<file path="config.mk">
export PLATFORM = sky130hd
export DESIGN_NAME = pvam_ctrl
export DESIGN_NICKNAME = d
export VERILOG_FILES = /design/src/hdl/pvam_pkg.sv /design/src/hdl/pvam_ctrl.sv
export SDC_FILE = /design/constraint.sdc
export NUM_CORES = 1
export LEC_CHECK = 0
export ABC_AREA = 1
export BUFFER_PORTS_ARGS = -buffer_cell sky130_fd_sc_hd__buf_4
export CAP_MARGIN = 30
export CORE_AREA = 5 5 42 44
export CTS_BUF_LIST = sky130_fd_sc_hd__clkbuf_4 sky130_fd_sc_hd__clkbuf_8
export DETAILED_ROUTE_END_ITERATION = 7
export DIE_AREA = 0 0 47 49
export GPL_ROUTABILITY_DRIVEN = 1
export PLACE_DENSITY = 0.82
export SYNTH_ARGS = -nofsm -noshare
export SYNTH_HDL_FRONTEND = slang
export SYNTH_SLANG_ARGS = --single-unit
</file>
<file path="constraint.sdc">
create_clock -name clock -period 1.3 [get_ports clock]
set_input_delay 0.26 -clock clock [delete_from_list [all_inputs] [get_ports clock]]
set_output_delay 0.26 -clock clock [all_outputs]
set_load 0.05 [all_outputs]
</file>
<file path="src/hdl/pvam_pkg.sv">
`timescale 1ns / 1ps
package pvam_pkg;

   localparam int NUM_VOICES_DEF  = 8;
   localparam int NUM_SAMPLES_DEF = 16;
   localparam int PCM_WORDS_DEF   = 65536;
   localparam int MAX_SAMPLES     = 16;
   localparam logic [15:0] UNITY_GAIN = 16'd4096;

   typedef enum logic [3:0] {
      OP_WRITE_PCM  = 4'd0,
      OP_WRITE_DESC = 4'd1,
      OP_PLAY       = 4'd2,
      OP_PLAY_VOICE = 4'd3,
      OP_STOP_ALL   = 4'd4,
      OP_STOP_VOICE = 4'd5,
      OP_RESERVE    = 4'd6,
      OP_GAIN       = 4'd7,
      OP_TICK       = 4'd8
   } op_type;

   typedef enum logic [1:0] {
      ST_OK         = 2'd0,
      ST_BAD_SAMPLE = 2'd1,
      ST_BAD_VOICE  = 2'd2,
      ST_NO_VOICE   = 2'd3
   } status_type;

   typedef struct packed {
      logic [3:0]         operation;
      logic [3:0]         sample_id;
      logic [3:0]         channel;
      logic [15:0]        word_address;
      logic signed [15:0] word_value;
      logic [15:0]        start_address;
      logic [16:0]        sample_length;
      logic [15:0]        loop_start;
      logic               loop_enable;
      logic               stereo_flag;
      logic [15:0]        gain_value;
      logic               reserve_flag;
   } req_type;

   typedef struct packed {
      logic signed [15:0] left_out;
      logic signed [15:0] right_out;
      logic [1:0]         status;
      logic [3:0]         channel_used;
   } rsp_type;

   // controller to datapath
   typedef struct packed {
      logic load;      // latch request, apply writes, stops, reserves, gains
      logic scan;      // examine voice at scan index
      logic fetch;     // issue left memory read
      logic fetch_r;   // issue right memory read
      logic mix;       // accumulate scaled words
      logic step;      // advance scan index
      logic finish;    // commit play decision, build result
   } cmd_type;

   // datapath to controller
   typedef struct packed {
      logic is_tick;
      logic is_play;
      logic scan_last;
      logic voice_plays;  // scanned voice active and reading memory
   } stat_type;

endpackage

</file>
<file path="src/hdl/pvam_ctrl.sv">
`timescale 1ns / 1ps
module pvam_ctrl (
   input  logic               clock,
   input  logic               reset,
   input  logic               req_valid,
   output logic               req_ready,
   output logic               rsp_valid,
   input  logic               rsp_ready,
   input  pvam_pkg::stat_type stat,
   output pvam_pkg::cmd_type  cmd
);
   import pvam_pkg::*;

   typedef enum logic [6:0] {
      S_IDLE  = 7'b0000001,
      S_SCAN  = 7'b0000010,
      S_RDL   = 7'b0000100,
      S_RDR   = 7'b0001000,
      S_MIX   = 7'b0010000,
      S_DONE  = 7'b0100000,
      S_OUT   = 7'b1000000
   } state_type;

   state_type state_ff, state_in;
   logic      rsp_valid_ff, rsp_valid_in;

   assign req_ready = (state_ff == S_IDLE) && (!rsp_valid_ff || rsp_ready);
   assign rsp_valid = rsp_valid_ff;

   // sequence one item
   always_comb begin
      state_in     = state_ff;
      rsp_valid_in = rsp_valid_ff && !rsp_ready;
      cmd          = '0;
      unique case (state_ff)
         S_IDLE: begin
            if (req_valid && req_ready) begin
               cmd.load = 1'b1;
               state_in = S_SCAN;
            end
         end
         S_SCAN: begin
            cmd.scan = 1'b1;
            if (stat.is_tick && stat.voice_plays) begin
               state_in = S_RDL;
            end else if ((stat.is_tick || stat.is_play) && !stat.scan_last) begin
               cmd.step = 1'b1;
            end else begin
               state_in = S_DONE;
            end
         end
         S_RDL: begin
            cmd.fetch = 1'b1;
            state_in  = S_RDR;
         end
         S_RDR: begin
            cmd.fetch_r = 1'b1;
            state_in    = S_MIX;
         end
         S_MIX: begin
            cmd.mix = 1'b1;
            if (stat.scan_last) begin
               state_in = S_DONE;
            end else begin
               cmd.step = 1'b1;
               state_in = S_SCAN;
            end
         end
         S_DONE: begin
            cmd.finish = 1'b1;
            state_in   = S_OUT;
         end
         S_OUT: begin
            if (!rsp_valid_ff || rsp_ready) begin
               rsp_valid_in = 1'b1;
               state_in     = S_IDLE;
            end
         end
         default: state_in = S_IDLE;
      endcase
   end

   always_ff @(posedge clock) begin
      if (reset) begin
         state_ff     <= S_IDLE;
         rsp_valid_ff <= 1'b0;
      end else begin
         state_ff     <= state_in;
         rsp_valid_ff <= rsp_valid_in;
      end
   end
endmodule

</file>
Word level (Yosys, flattened, before mapping):

Cells that the tools add are included.

* output and inout port bits: 9
* flip-flop bits (word level): 8
* input port bits: 8
* logic and storage cells: 42

* mux-type cells: 19
* reductions and logical operators: 11
* eq/ne operators: 10

Operator list (number)
* $pmux W7 S7: 1
* $mux W7: 4
* $mux W1: 12
* $eq A7 B1 Y1 const B: 1
* $eq A7 B2 Y1 const B: 1
* $eq A7 B3 Y1 const B: 1
* $eq A7 B4 Y1 const B: 1
* $eq A7 B5 Y1 const B: 1
* $eq A7 B6 Y1 const B: 1
* $eq A7 B7 Y1 const B: 1
* $mux W6: 1
* $logic_and A1 B1 Y1: 5
* $logic_not A1 Y1: 3
* $ne A3 B3 Y1 const B: 1
* $reduce_and A3 Y1: 1
* $logic_or A1 B1 Y1: 2
* $ne A2 B1 Y1 const B: 1
* $ne A2 B2 Y1 const B: 1
* $pmux W1 S2: 1

Logic depth before layout (Yosys ltp):

Gate-level depths: netlist of run 1.

* word-level depth: 6
* mapped depth: 10
* gate-level depth less buffers: 10

Least setup slack after synthesis of run 1:

OpenSTA, ideal clock, no wires.

* path type: flip-flop to output port
* start: reg rsp_valid_ff (netlist: rsp_valid)
* end: out cmd[6] in the netlist's numbering
* cell stages (with the launch flop): 4
* data arrival time: 1.743 ns
* required time: 1.040 ns
* buffers on the path: 0
* slack: -0.703 ns
* cell sequence: dfxtp_1 inv_1 nor2_1 nor3_1

RTL lines
* start, declared: RTL line pvam_ctrl.sv:25 `logic rsp_valid_ff, rsp_valid_in;`
* start signal, assigned: RTL line pvam_ctrl.sv:89 `rsp_valid_ff <= rsp_valid_in;`
* end, declared: RTL line pvam_ctrl.sv:10 `output pvam_pkg::cmd_type cmd`

==> results.sh, run 1 <==
export IMPL_ys_seq_elements=8
export IMPL_drtAntennaViolNets=0
export IMPL_clock_sinks=8
export IMPL_syn_nets=99
export IMPL_clk_path_buf_depth=2
export IMPL_endpoint_kind="output pin"
export IMPL_synthToLayoutAreaGrowth_pct=91.1
export IMPL_power_frac_clock_pct=13.1
export IMPL_setup_worst_path_start_class="register"
export IMPL_tritoncts="yes"
export IMPL_leakagePower_uw=0.000559
export IMPL_insertion_delay_ns=0.26
export IMPL_max_slew_margin_pct=76.9
export IMPL_finalPower_uw=1520
export IMPL_cts_made_buffers=3
export IMPL_pwr_density_cell_nw_per_um2=1350
export IMPL_htreeDepth=1
export IMPL_rows=14
export IMPL_combinationalPowerShare_pct=65.1
export IMPL_grt_pass1_wl_um=3360
export IMPL_finalSetupViolations=14
export IMPL_via_count=756
export IMPL_die_x_um=47
export IMPL_synth_largest_area_cell="dfxtp_1"
export IMPL_ys_warn_count=0
export IMPL_max_cap_violations=0
export IMPL_yosysSeqAreaShare_pct=27.2
export IMPL_grt_pass1_vias=819
export IMPL_hpwlAfterDp_um=1270
export IMPL_diodes=0
export IMPL_syn_area_um2=589
export IMPL_crit_arrival_ns=1.29
export IMPL_place_congestion=0.786
export IMPL_sequentialPowerShare_pct=21.8
export IMPL_antenna_found_initial=0
export IMPL_yosys_top_cells_area="dfxtp_1 (27%), inv_1 (11%), nand2_1 (9.6%)"
export IMPL_cp_max_fo=4
export IMPL_wl_per_cell_um=13.7
export IMPL_ys_types=17
export IMPL_layout_drive_gt1_share_pct=64.6
export IMPL_crit_type="reg2out"
export IMPL_p_int_uw=795
export IMPL_vias_per_cell=5.18
export IMPL_ios=17
export IMPL_fill_cells=87
export IMPL_reg2regPathDepth=11
export IMPL_final_cell_area_um2=1130
export IMPL_min_period_ns=1.55
export IMPL_grt_max_degree=7
export IMPL_yosys_area_top_type_share_pct=27.2
export IMPL_worstMarginPinSlew_ns=0.344
export IMPL_period_share_pct=120
export IMPL_status="complete, but fails checks"
export IMPL_avgSynthCellArea_um2=6.48
export IMPL_firstDrtPassIters=4
export IMPL_ir_drop_mv=0.802
export IMPL_r2r_start="state_ff[2]"
export IMPL_multi_input_area_um2=485
export IMPL_drt_total_wl_um=2010
export IMPL_reg2reg_to="state_ff[1]"
export IMPL_grt_ovfl_total=0
export IMPL_dieArea_um2=2300
export IMPL_clock_tree_root_cell="clkbuf_4"
export IMPL_drt_iter0_drc=22
export IMPL_rsz0062_at_grt="true"
export IMPL_regArea_um2=174
export IMPL_worst_slack_ns=-0.254
export IMPL_die_h_um=49
export IMPL_drc=0
export IMPL_core_um2=1400
export IMPL_violations="setup timing"
export IMPL_place_ws_ns=-0.0662
export IMPL_p_sw_uw=724
export IMPL_synth_cells=91
export IMPL_nets=140
export IMPL_fin_skew_ns=0.00182
export IMPL_hold_viol=0
export IMPL_initial_core_util_pct=42.1
export IMPL_worstSetupEndpoint="cmd[1]"
export IMPL_port_buffers=16
export IMPL_path_clk_slew_ns=0.06
export IMPL_swShare_pct=47.7
export IMPL_slew_viol_final=0
export IMPL_placed_area_um2=892
export IMPL_required_ns=1.04
export IMPL_worstHoldStart="reset"
export IMPL_fmax_mhz=643
export IMPL_hp_class="in2reg"
export IMPL_reg2reg_slack_ns=-0.20
export IMPL_hold_ws_ns=0.174
export IMPL_startpoint="state_ff[1]"
export IMPL_grt_usage_pct=20.2
==> power by group through the flow <==
stage                     clock, uW  combinational [uW]  sequential, uW
after detailed placement          0                 783             320
after global routing            217                1050             336
after global placement            0                 764             317
after CTS                       198                 869             325
after floorplan                   0                 590             315
final                           199                 989             331
==> worst max-delay path, stage by stage, from the launching register on <==
cell	delay, ns
dfxtp_4	0.36
nor2_4	0.15
nand2_4	0.09
nor2_4	0.14
nand2_2	0.08
nand2_4	0.07
buf_8	0.14
==> metal layers <==
layer  up-vias  routed length (um)  share of wire [%]  global-route usage (%)
met4         0                  98                4.9                    15.7
met2        33                1110                 55                    35.7
met5         -                   0                  0                       0
li1        359                   -                  -                       -
met3        10                 105                5.2                    2.58
met1       354                 692                 34                    19.2
==> cells by family (layout without fill, tap and decap cells) <==
kind of cell    count (synthesis)  after routing  synth area share [%]
simple gates                   57             57                  54.4
buf+inv                        20             59                  12.7
flops                           8              8                  27.2
compound gates                  6              6                  5.73
==> cells in the mapped netlist <==
cell type	count
inv_2	2
nand2_4	3
o21ai_2	1
nor2_8	1
a21oi_1	4
nand3_1	9
nor3_1	2
dfxtp_1	8
inv_1	18
nand3_2	1
nand2_1	15
nand4_1	2
nor2_2	5
nor2_1	13
o21ai_0	1
nand2_2	3
nor2_4	3
==> sequential cells by signal, summed over array words and instances (netlist names) <==
| register | flops |
|---|---|
| rsp_valid | 1 |
| state_ff | 7 |
==> placed cells by master, fill, tap and decap left out, drive strengths merged <==
cell     n
inv     20
buf     36
dfxtp    8
nand2   21
a21oi    4
clkbuf   3
o21ai    2
nor3     2
nor2    22
nand3   10
nand4    2
==> cell type report <==
class / instances / share of cell area (%)
Tap cell: 16 / 1.78
Multi-Input combinational cell: 63 / 43.1
Inverter: 20 / 6.89
Timing Repair Buffer: 36 / 30.8
Clock buffer: 3 / 2.00
Sequential cell: 8 / 15.4
==> worst min path at each step <==
stage | endpoint | cells past startpoint
after floorplan | state_ff[6] | 1
final | rsp_valid | 2
after CTS | rsp_valid | 2
after global placement | rsp_valid | 2
after global routing | rsp_valid | 2
after detailed placement | rsp_valid | 2
==> through the flow <==
stage	util (%)	std cells	setup TNS, ns
finish	80.4	146	-2.53
global route	80.4	146	-3.57
CTS	75.4	143	-2.23
detailed placement	63.7	131	-0.187
global placement	63.7	131	-0.0487
floorplan	-	91	-0.357
==> timing repair <==
action                                  in CTS  in global routing
pin swaps                                   15                  5
endpoints found under the setup margin      11                 15
endpoints found under the hold margin        0                  0
resized for setup                           21                 14
hold buffers                                 0                  0
setup buffers                                9                  3
No activity file was read; power rests on OpenSTA's default activity.
==> run 2, diff against run 1 <==
==> constraint.sdc (replaced) <==
create_clock -name clock -period 1.3 [get_ports clock]
set_input_delay 0.13 -clock clock [delete_from_list [all_inputs] [get_ports clock]]
set_output_delay 0.13 -clock clock [all_outputs]
set_load 0.05 [all_outputs]
==> run 2 against run 1 <==
The run still ends with setup timing left. Worst setup slack better by 0.12 ns. Hold slack worse by 0.14 ns. Count of clock-buffer cells in the layout unchanged. Clock power down 5%. Largest cell class unchanged.
==> results.sh, run 2 (synthesis gave the netlist of run 1 again) <==
export IMPL_place_congestion=0.858
export IMPL_hp_class="in2reg"
export IMPL_max_slew_margin_pct=77.7
export IMPL_period_share_pct=110
export IMPL_crit_arrival_ns=1.30
export IMPL_antenna_found_initial=0
export IMPL_grt_ovfl_total=0
export IMPL_rsz0062_at_grt="true"
export IMPL_required_ns=1.17
export IMPL_endpoint_kind="output pin"
export IMPL_port_buffers=16
export IMPL_clock_sinks=8
export IMPL_wl_per_cell_um=12.4
export IMPL_instances_no_fill=133
export IMPL_grt_pass1_vias=662
export IMPL_initial_core_util_pct=42.1
export IMPL_drt_total_wl_um=1640
export IMPL_max_cap_violations=0
export IMPL_violations="setup timing"
export IMPL_layout_drive_gt1_share_pct=58.1
export IMPL_ios=17
export IMPL_firstDrtPassIters=4
export IMPL_largest_reg_flops=7
export IMPL_clock_tree_root_cell="clkbuf_4"
export IMPL_mostFrequentLayoutCell="inv_1"
export IMPL_core_um2=1400
export IMPL_vias_per_cell=5.08
export IMPL_grt_usage_pct=16.8
export IMPL_fin_skew_ns=0.00948
export IMPL_drt_iter0_drc=10
export IMPL_dieArea_um2=2300
export IMPL_drc=0
export IMPL_crit_chain="nor2_4, nand2_4, inv_2, nand2_2, nor3_2, buf_6"
export IMPL_cp_max_fo=6
export IMPL_status="complete, but fails checks"
export IMPL_fill_cells=117
export IMPL_rows=14
export IMPL_synthToLayoutAreaGrowth_pct=62.0
export IMPL_dp_cells=123
export IMPL_p_sw_uw=625
export IMPL_htreeDepth=1
export IMPL_largest_register="state_ff"
export IMPL_final_cell_mix="inv_1 (16), buf_4 (15), nand2_1 (12)"
export IMPL_slew_viol_final=0
export IMPL_finalSetupViolations=14
export IMPL_diodes=0
export IMPL_die_h_um=49
export IMPL_swShare_pct=47.8
export IMPL_p_int_uw=683
export IMPL_die_x_um=47
export IMPL_power_frac_clock_pct=14.5
export IMPL_setup_worst_path_start_class="register"
export IMPL_sequentialPowerShare_pct=25.0
export IMPL_clk_path_buf_depth=2
export IMPL_grt_max_degree=7
export IMPL_pwr_density_cell_nw_per_um2=1370
export IMPL_hold_ws_ns=0.0369
export IMPL_fmax_mhz=697
export IMPL_tritoncts="yes"
export IMPL_hold_viol=0
export IMPL_grt_pass1_wl_um=2790
export IMPL_slowest_delay_ns=0.34
export IMPL_insertion_delay_ns=0.26
export IMPL_worst_path_max_delay_cell="dfxtp_2"
export IMPL_ir_drop_mv=0.759
export IMPL_worstMarginPinSlew_ns=0.334
export IMPL_crit_type="reg2out"
export IMPL_leakagePower_uw=0.000474
export IMPL_min_period_ns=1.43
export IMPL_drtAntennaViolNets=0
export IMPL_cts_made_buffers=3
export IMPL_path_clk_slew_ns=0.05
export IMPL_via_count=676
export IMPL_nets=127
export IMPL_combinationalPowerShare_pct=60.4
export IMPL_worst_slack_ns=-0.135
export IMPL_hpwlAfterDp_um=1230
[run 2: worst max-delay path, delay by kind of cell, from the launching register on]
kind          cells  cell delay, ns
buf+inv           2            0.25
flops             1            0.34
simple gates      4            0.45
[run 2: final timing paths]
| check | from | endpoint | slack, ns | depth (start not counted) |
|---|---|---|---|---|
| worst max register to register | state_ff[4] | state_ff[1] | -0.09 | 10 |
| worst min register to register | state_ff[1] | state_ff[1] | 0.61 | 4 |
| worst min-delay path | reset | state_ff[6] | 0.04 | 2 |
| worst max-delay path | state_ff[4] | cmd[6] | -0.13 | 6 |
[run 2: area by class of cell]
| type | instances | area, um2 | share of cell area [%] |
|---|---|---|---|
| Timing Repair Buffer | 23 | 218 | 22.8 |
| Multi-Input combinational cell | 63 | 447 | 46.8 |
| Inverter | 20 | 75.1 | 7.86 |
| Sequential cell | 8 | 173 | 18.1 |
| Clock buffer | 3 | 22.5 | 2.36 |
| Tap cell | 16 | 20.0 | 2.10 |
[run 2: power groups by stage]
| stage | clock, uW | sequential, uW | combinational, uW |
|---|---|---|---|
| after global placement | 0 | 318 | 659 |
| after detailed placement | 0 | 326 | 678 |
| after global routing | 210 | 331 | 859 |
| final | 190 | 328 | 791 |
| after floorplan | 0 | 315 | 542 |
| after CTS | 193 | 324 | 774 |
[run 2: through the flow]
step | utilization (%) | total power, uW | setup slack, ns | instance area, um2 | setup TNS [ns]
6_report | 68.1 | 1310 | -0.135 | 955 | -0.965
5_1_grt | 68.1 | 1400 | -0.203 | 955 | -1.94
4_1_cts | 66.0 | 1290 | -0.124 | 925 | -0.765
3_5_place_dp | 56.3 | 1000 | 0.0102 | 790 | 0
3_3_place_gp | 56.3 | 977 | 0.0619 | 790 | 0
2_1_floorplan | - | 857 | -0.177 | 649 | -0.345
[run 2: timing repair]
| action | CTS | global route |
|---|---|---|
| hold buffers | 0 | 0 |
| endpoints found under the setup margin | 10 | 14 |
| pin swaps | 8 | 6 |
| gates resized for setup | 19 | 8 |
| buffers inserted | 6 | 1 |
[run 2: routing by layer]
layer / GRT usage (%) / up-vias / share of wire [%] / routed length [um]
met4: 12.0 / 0 / 4.3 / 70
met3: 4.43 / 9 / 7.2 / 119
li1: - / 329 / - / -
met2: 26.0 / 31 / 51 / 833
met1: 18.9 / 307 / 38 / 619
met5: 0 / - / 0 / 0
==> run 3, diff against run 2 <==
- CTS_BUF_LIST: sky130_fd_sc_hd__clkbuf_4 sky130_fd_sc_hd__clkbuf_8 -> default
- GPL_TIMING_DRIVEN: default -> 0
- SKIP_CTS_REPAIR_TIMING: default -> 1
==> run 3 against run 2 <==
The flow still finishes with violations (setup timing). Flip-flop and latch count unchanged. Critical path depth did not move. Clock skew shrank 0.0083 ns. Cell count decreased by 1.5%. Final area down 0.26%. Largest power group unchanged. Highest routed layer unchanged.
==> results.sh, run 3 (synthesis gave the netlist of run 1 again) <==
export IMPL_worstSetupEndpoint="cmd[6]"
export IMPL_worst_path_max_delay_cell="dfxtp_2"
export IMPL_htreeDepth=1
export IMPL_mostFrequentLayoutCell="inv_1"
export IMPL_setup_worst_path_start_class="register"
export IMPL_startpoint="state_ff[6]"
export IMPL_grt_pass1_vias=584
export IMPL_dieArea_um2=2300
export IMPL_worstMarginPinSlew_ns=0.391
export IMPL_path_clk_slew_ns=0.05
export IMPL_reg2regPathDepth=10
export IMPL_nets=125
export IMPL_drt_total_wl_um=1550
export IMPL_finalSetupViolations=10
export IMPL_slowest_delay_ns=0.34
export IMPL_insertion_delay_ns=0.26
export IMPL_p_sw_uw=639
export IMPL_p_int_uw=697
export IMPL_initial_core_util_pct=42.1
export IMPL_wl_per_cell_um=11.8
export IMPL_max_cap_violations=0
export IMPL_fin_skew_ns=0.00114
export IMPL_grt_ovfl_total=0
export IMPL_grt_pass1_wl_um=2420
export IMPL_cp_top_family="simple AND/OR/NAND/NOR gates"
export IMPL_crit_type="reg2out"
export IMPL_pwr_density_cell_nw_per_um2=1400
export IMPL_hpwlAfterDp_um=1140
export IMPL_final_cell_mix="inv_1 (16), nand2_1 (12), buf_4 (12)"
export IMPL_sequentialPowerShare_pct=23.8
export IMPL_worst_slack_ns=-0.191
export IMPL_drc=0
export IMPL_ios=17
export IMPL_status="complete, but fails checks"
export IMPL_clock_tree_root_cell="clkbuf_4"
export IMPL_reg2reg_to="state_ff[1]"
export IMPL_cp_num_cells=6
export IMPL_clk_path_buf_depth=2
export IMPL_instances_no_fill=131
export IMPL_path_common_cell="nand2_4"
export IMPL_cp_max_fo=6
export IMPL_hold_ws_ns=0.0258
export IMPL_antenna_found_initial=0
export IMPL_synthToLayoutAreaGrowth_pct=61.6
export IMPL_endpoint_kind="output pin"
export IMPL_via_count=653
export IMPL_core_um2=1400
export IMPL_leakagePower_uw=0.000472
export IMPL_period_share_pct=115
export IMPL_max_slew_margin_pct=73.9
export IMPL_swShare_pct=47.8
export IMPL_grt_max_degree=7
export IMPL_rsz0062_at_grt="true"
export IMPL_die_x_um=47
export IMPL_diodes=0
export IMPL_reg2reg_slack_ns=-0.08
export IMPL_drtAntennaViolNets=0
export IMPL_die_h_um=49
export IMPL_place_congestion=0.779
export IMPL_vias_per_cell=4.98
export IMPL_path_buf_inv=2
export IMPL_fmax_mhz=671
export IMPL_min_period_ns=1.49
export IMPL_r2r_start="state_ff[2]"
export IMPL_tritoncts="yes"
export IMPL_ir_drop_mv=0.700
export IMPL_layout_drive_gt1_share_pct=58.3
export IMPL_drt_iter0_drc=11
export IMPL_crit_chain="nor2_4, nand2_4, inv_2, nand2_4, nor3_4, buf_6"
export IMPL_violations="setup timing"
export IMPL_slew_viol_final=0
export IMPL_crit_arrival_ns=1.36
export IMPL_firstDrtPassIters=4
export IMPL_port_buffers=16
export IMPL_largest_reg_flops=7
export IMPL_required_ns=1.17
export IMPL_combinationalPowerShare_pct=61.3
export IMPL_hp_class="in2reg"
export IMPL_dp_cells=123
export IMPL_grt_usage_pct=14.4
export IMPL_power_frac_clock_pct=14.8
export IMPL_rows=14
export IMPL_hold_viol=0
export IMPL_clock_sinks=8
export IMPL_cts_made_buffers=3
export IMPL_fill_cells=118
export IMPL_largest_register="state_ff"
[run 3: cell types whose count changed in the layout (fill, tap and decap cells not counted), sizes merged]
cell,change
buf,-2
[run 3: cell type report]
type                    instances  area (um2)  share of cell area [%]
flip-flops and latches          8         170                    17.9
clock buffers                   3        22.5                    2.37
inverters                      20        75.1                    7.88
repair buffers                 21         206                    21.7
well taps                      16        20.0                    2.10
multi-input cells              63         458                    48.1
[run 3: power by group through the flow]
stage	clock (uW)	combinational, uW	sequential [uW]
after detailed placement	0	679	319
after CTS	198	682	314
after floorplan	0	542	315
after global routing	221	884	324
after global placement	0	664	317
final	198	819	318
[run 3: layer usage]
metal	part of all wire, %	global-route usage [%]	vias to the layer above
li1	-	-	328
met1	43	18.7	295
met2	47	21.0	25
met3	6.0	2.21	5
met4	3.9	9.68	0
met5	0	0	-
[run 3: worst min-delay path by stage]
stage,from,depth (start not counted),to
CTS,reset,2,rsp_valid
global placement,reset,2,rsp_valid
global route,reset,2,rsp_valid
detailed placement,reset,2,rsp_valid
floorplan,reset,1,rsp_valid
finish,reset,2,state_ff[6]
[run 3: stage by stage]
| stage | TNS, ns | setup WS, ns | instance area (um2) | util [%] | power (uW) |
|---|---|---|---|---|---|
| floorplan | -0.345 | -0.177 | 649 | - | 857 |
| global placement | 0 | 0.0493 | 790 | 56.3 | 981 |
| detailed placement | 0 | 0.0111 | 790 | 56.3 | 998 |
| CTS | -1.18 | -0.241 | 812 | 57.9 | 1190 |
| global route | -1.95 | -0.273 | 952 | 67.9 | 1430 |
| finish | -0.820 | -0.191 | 952 | 67.9 | 1340 |
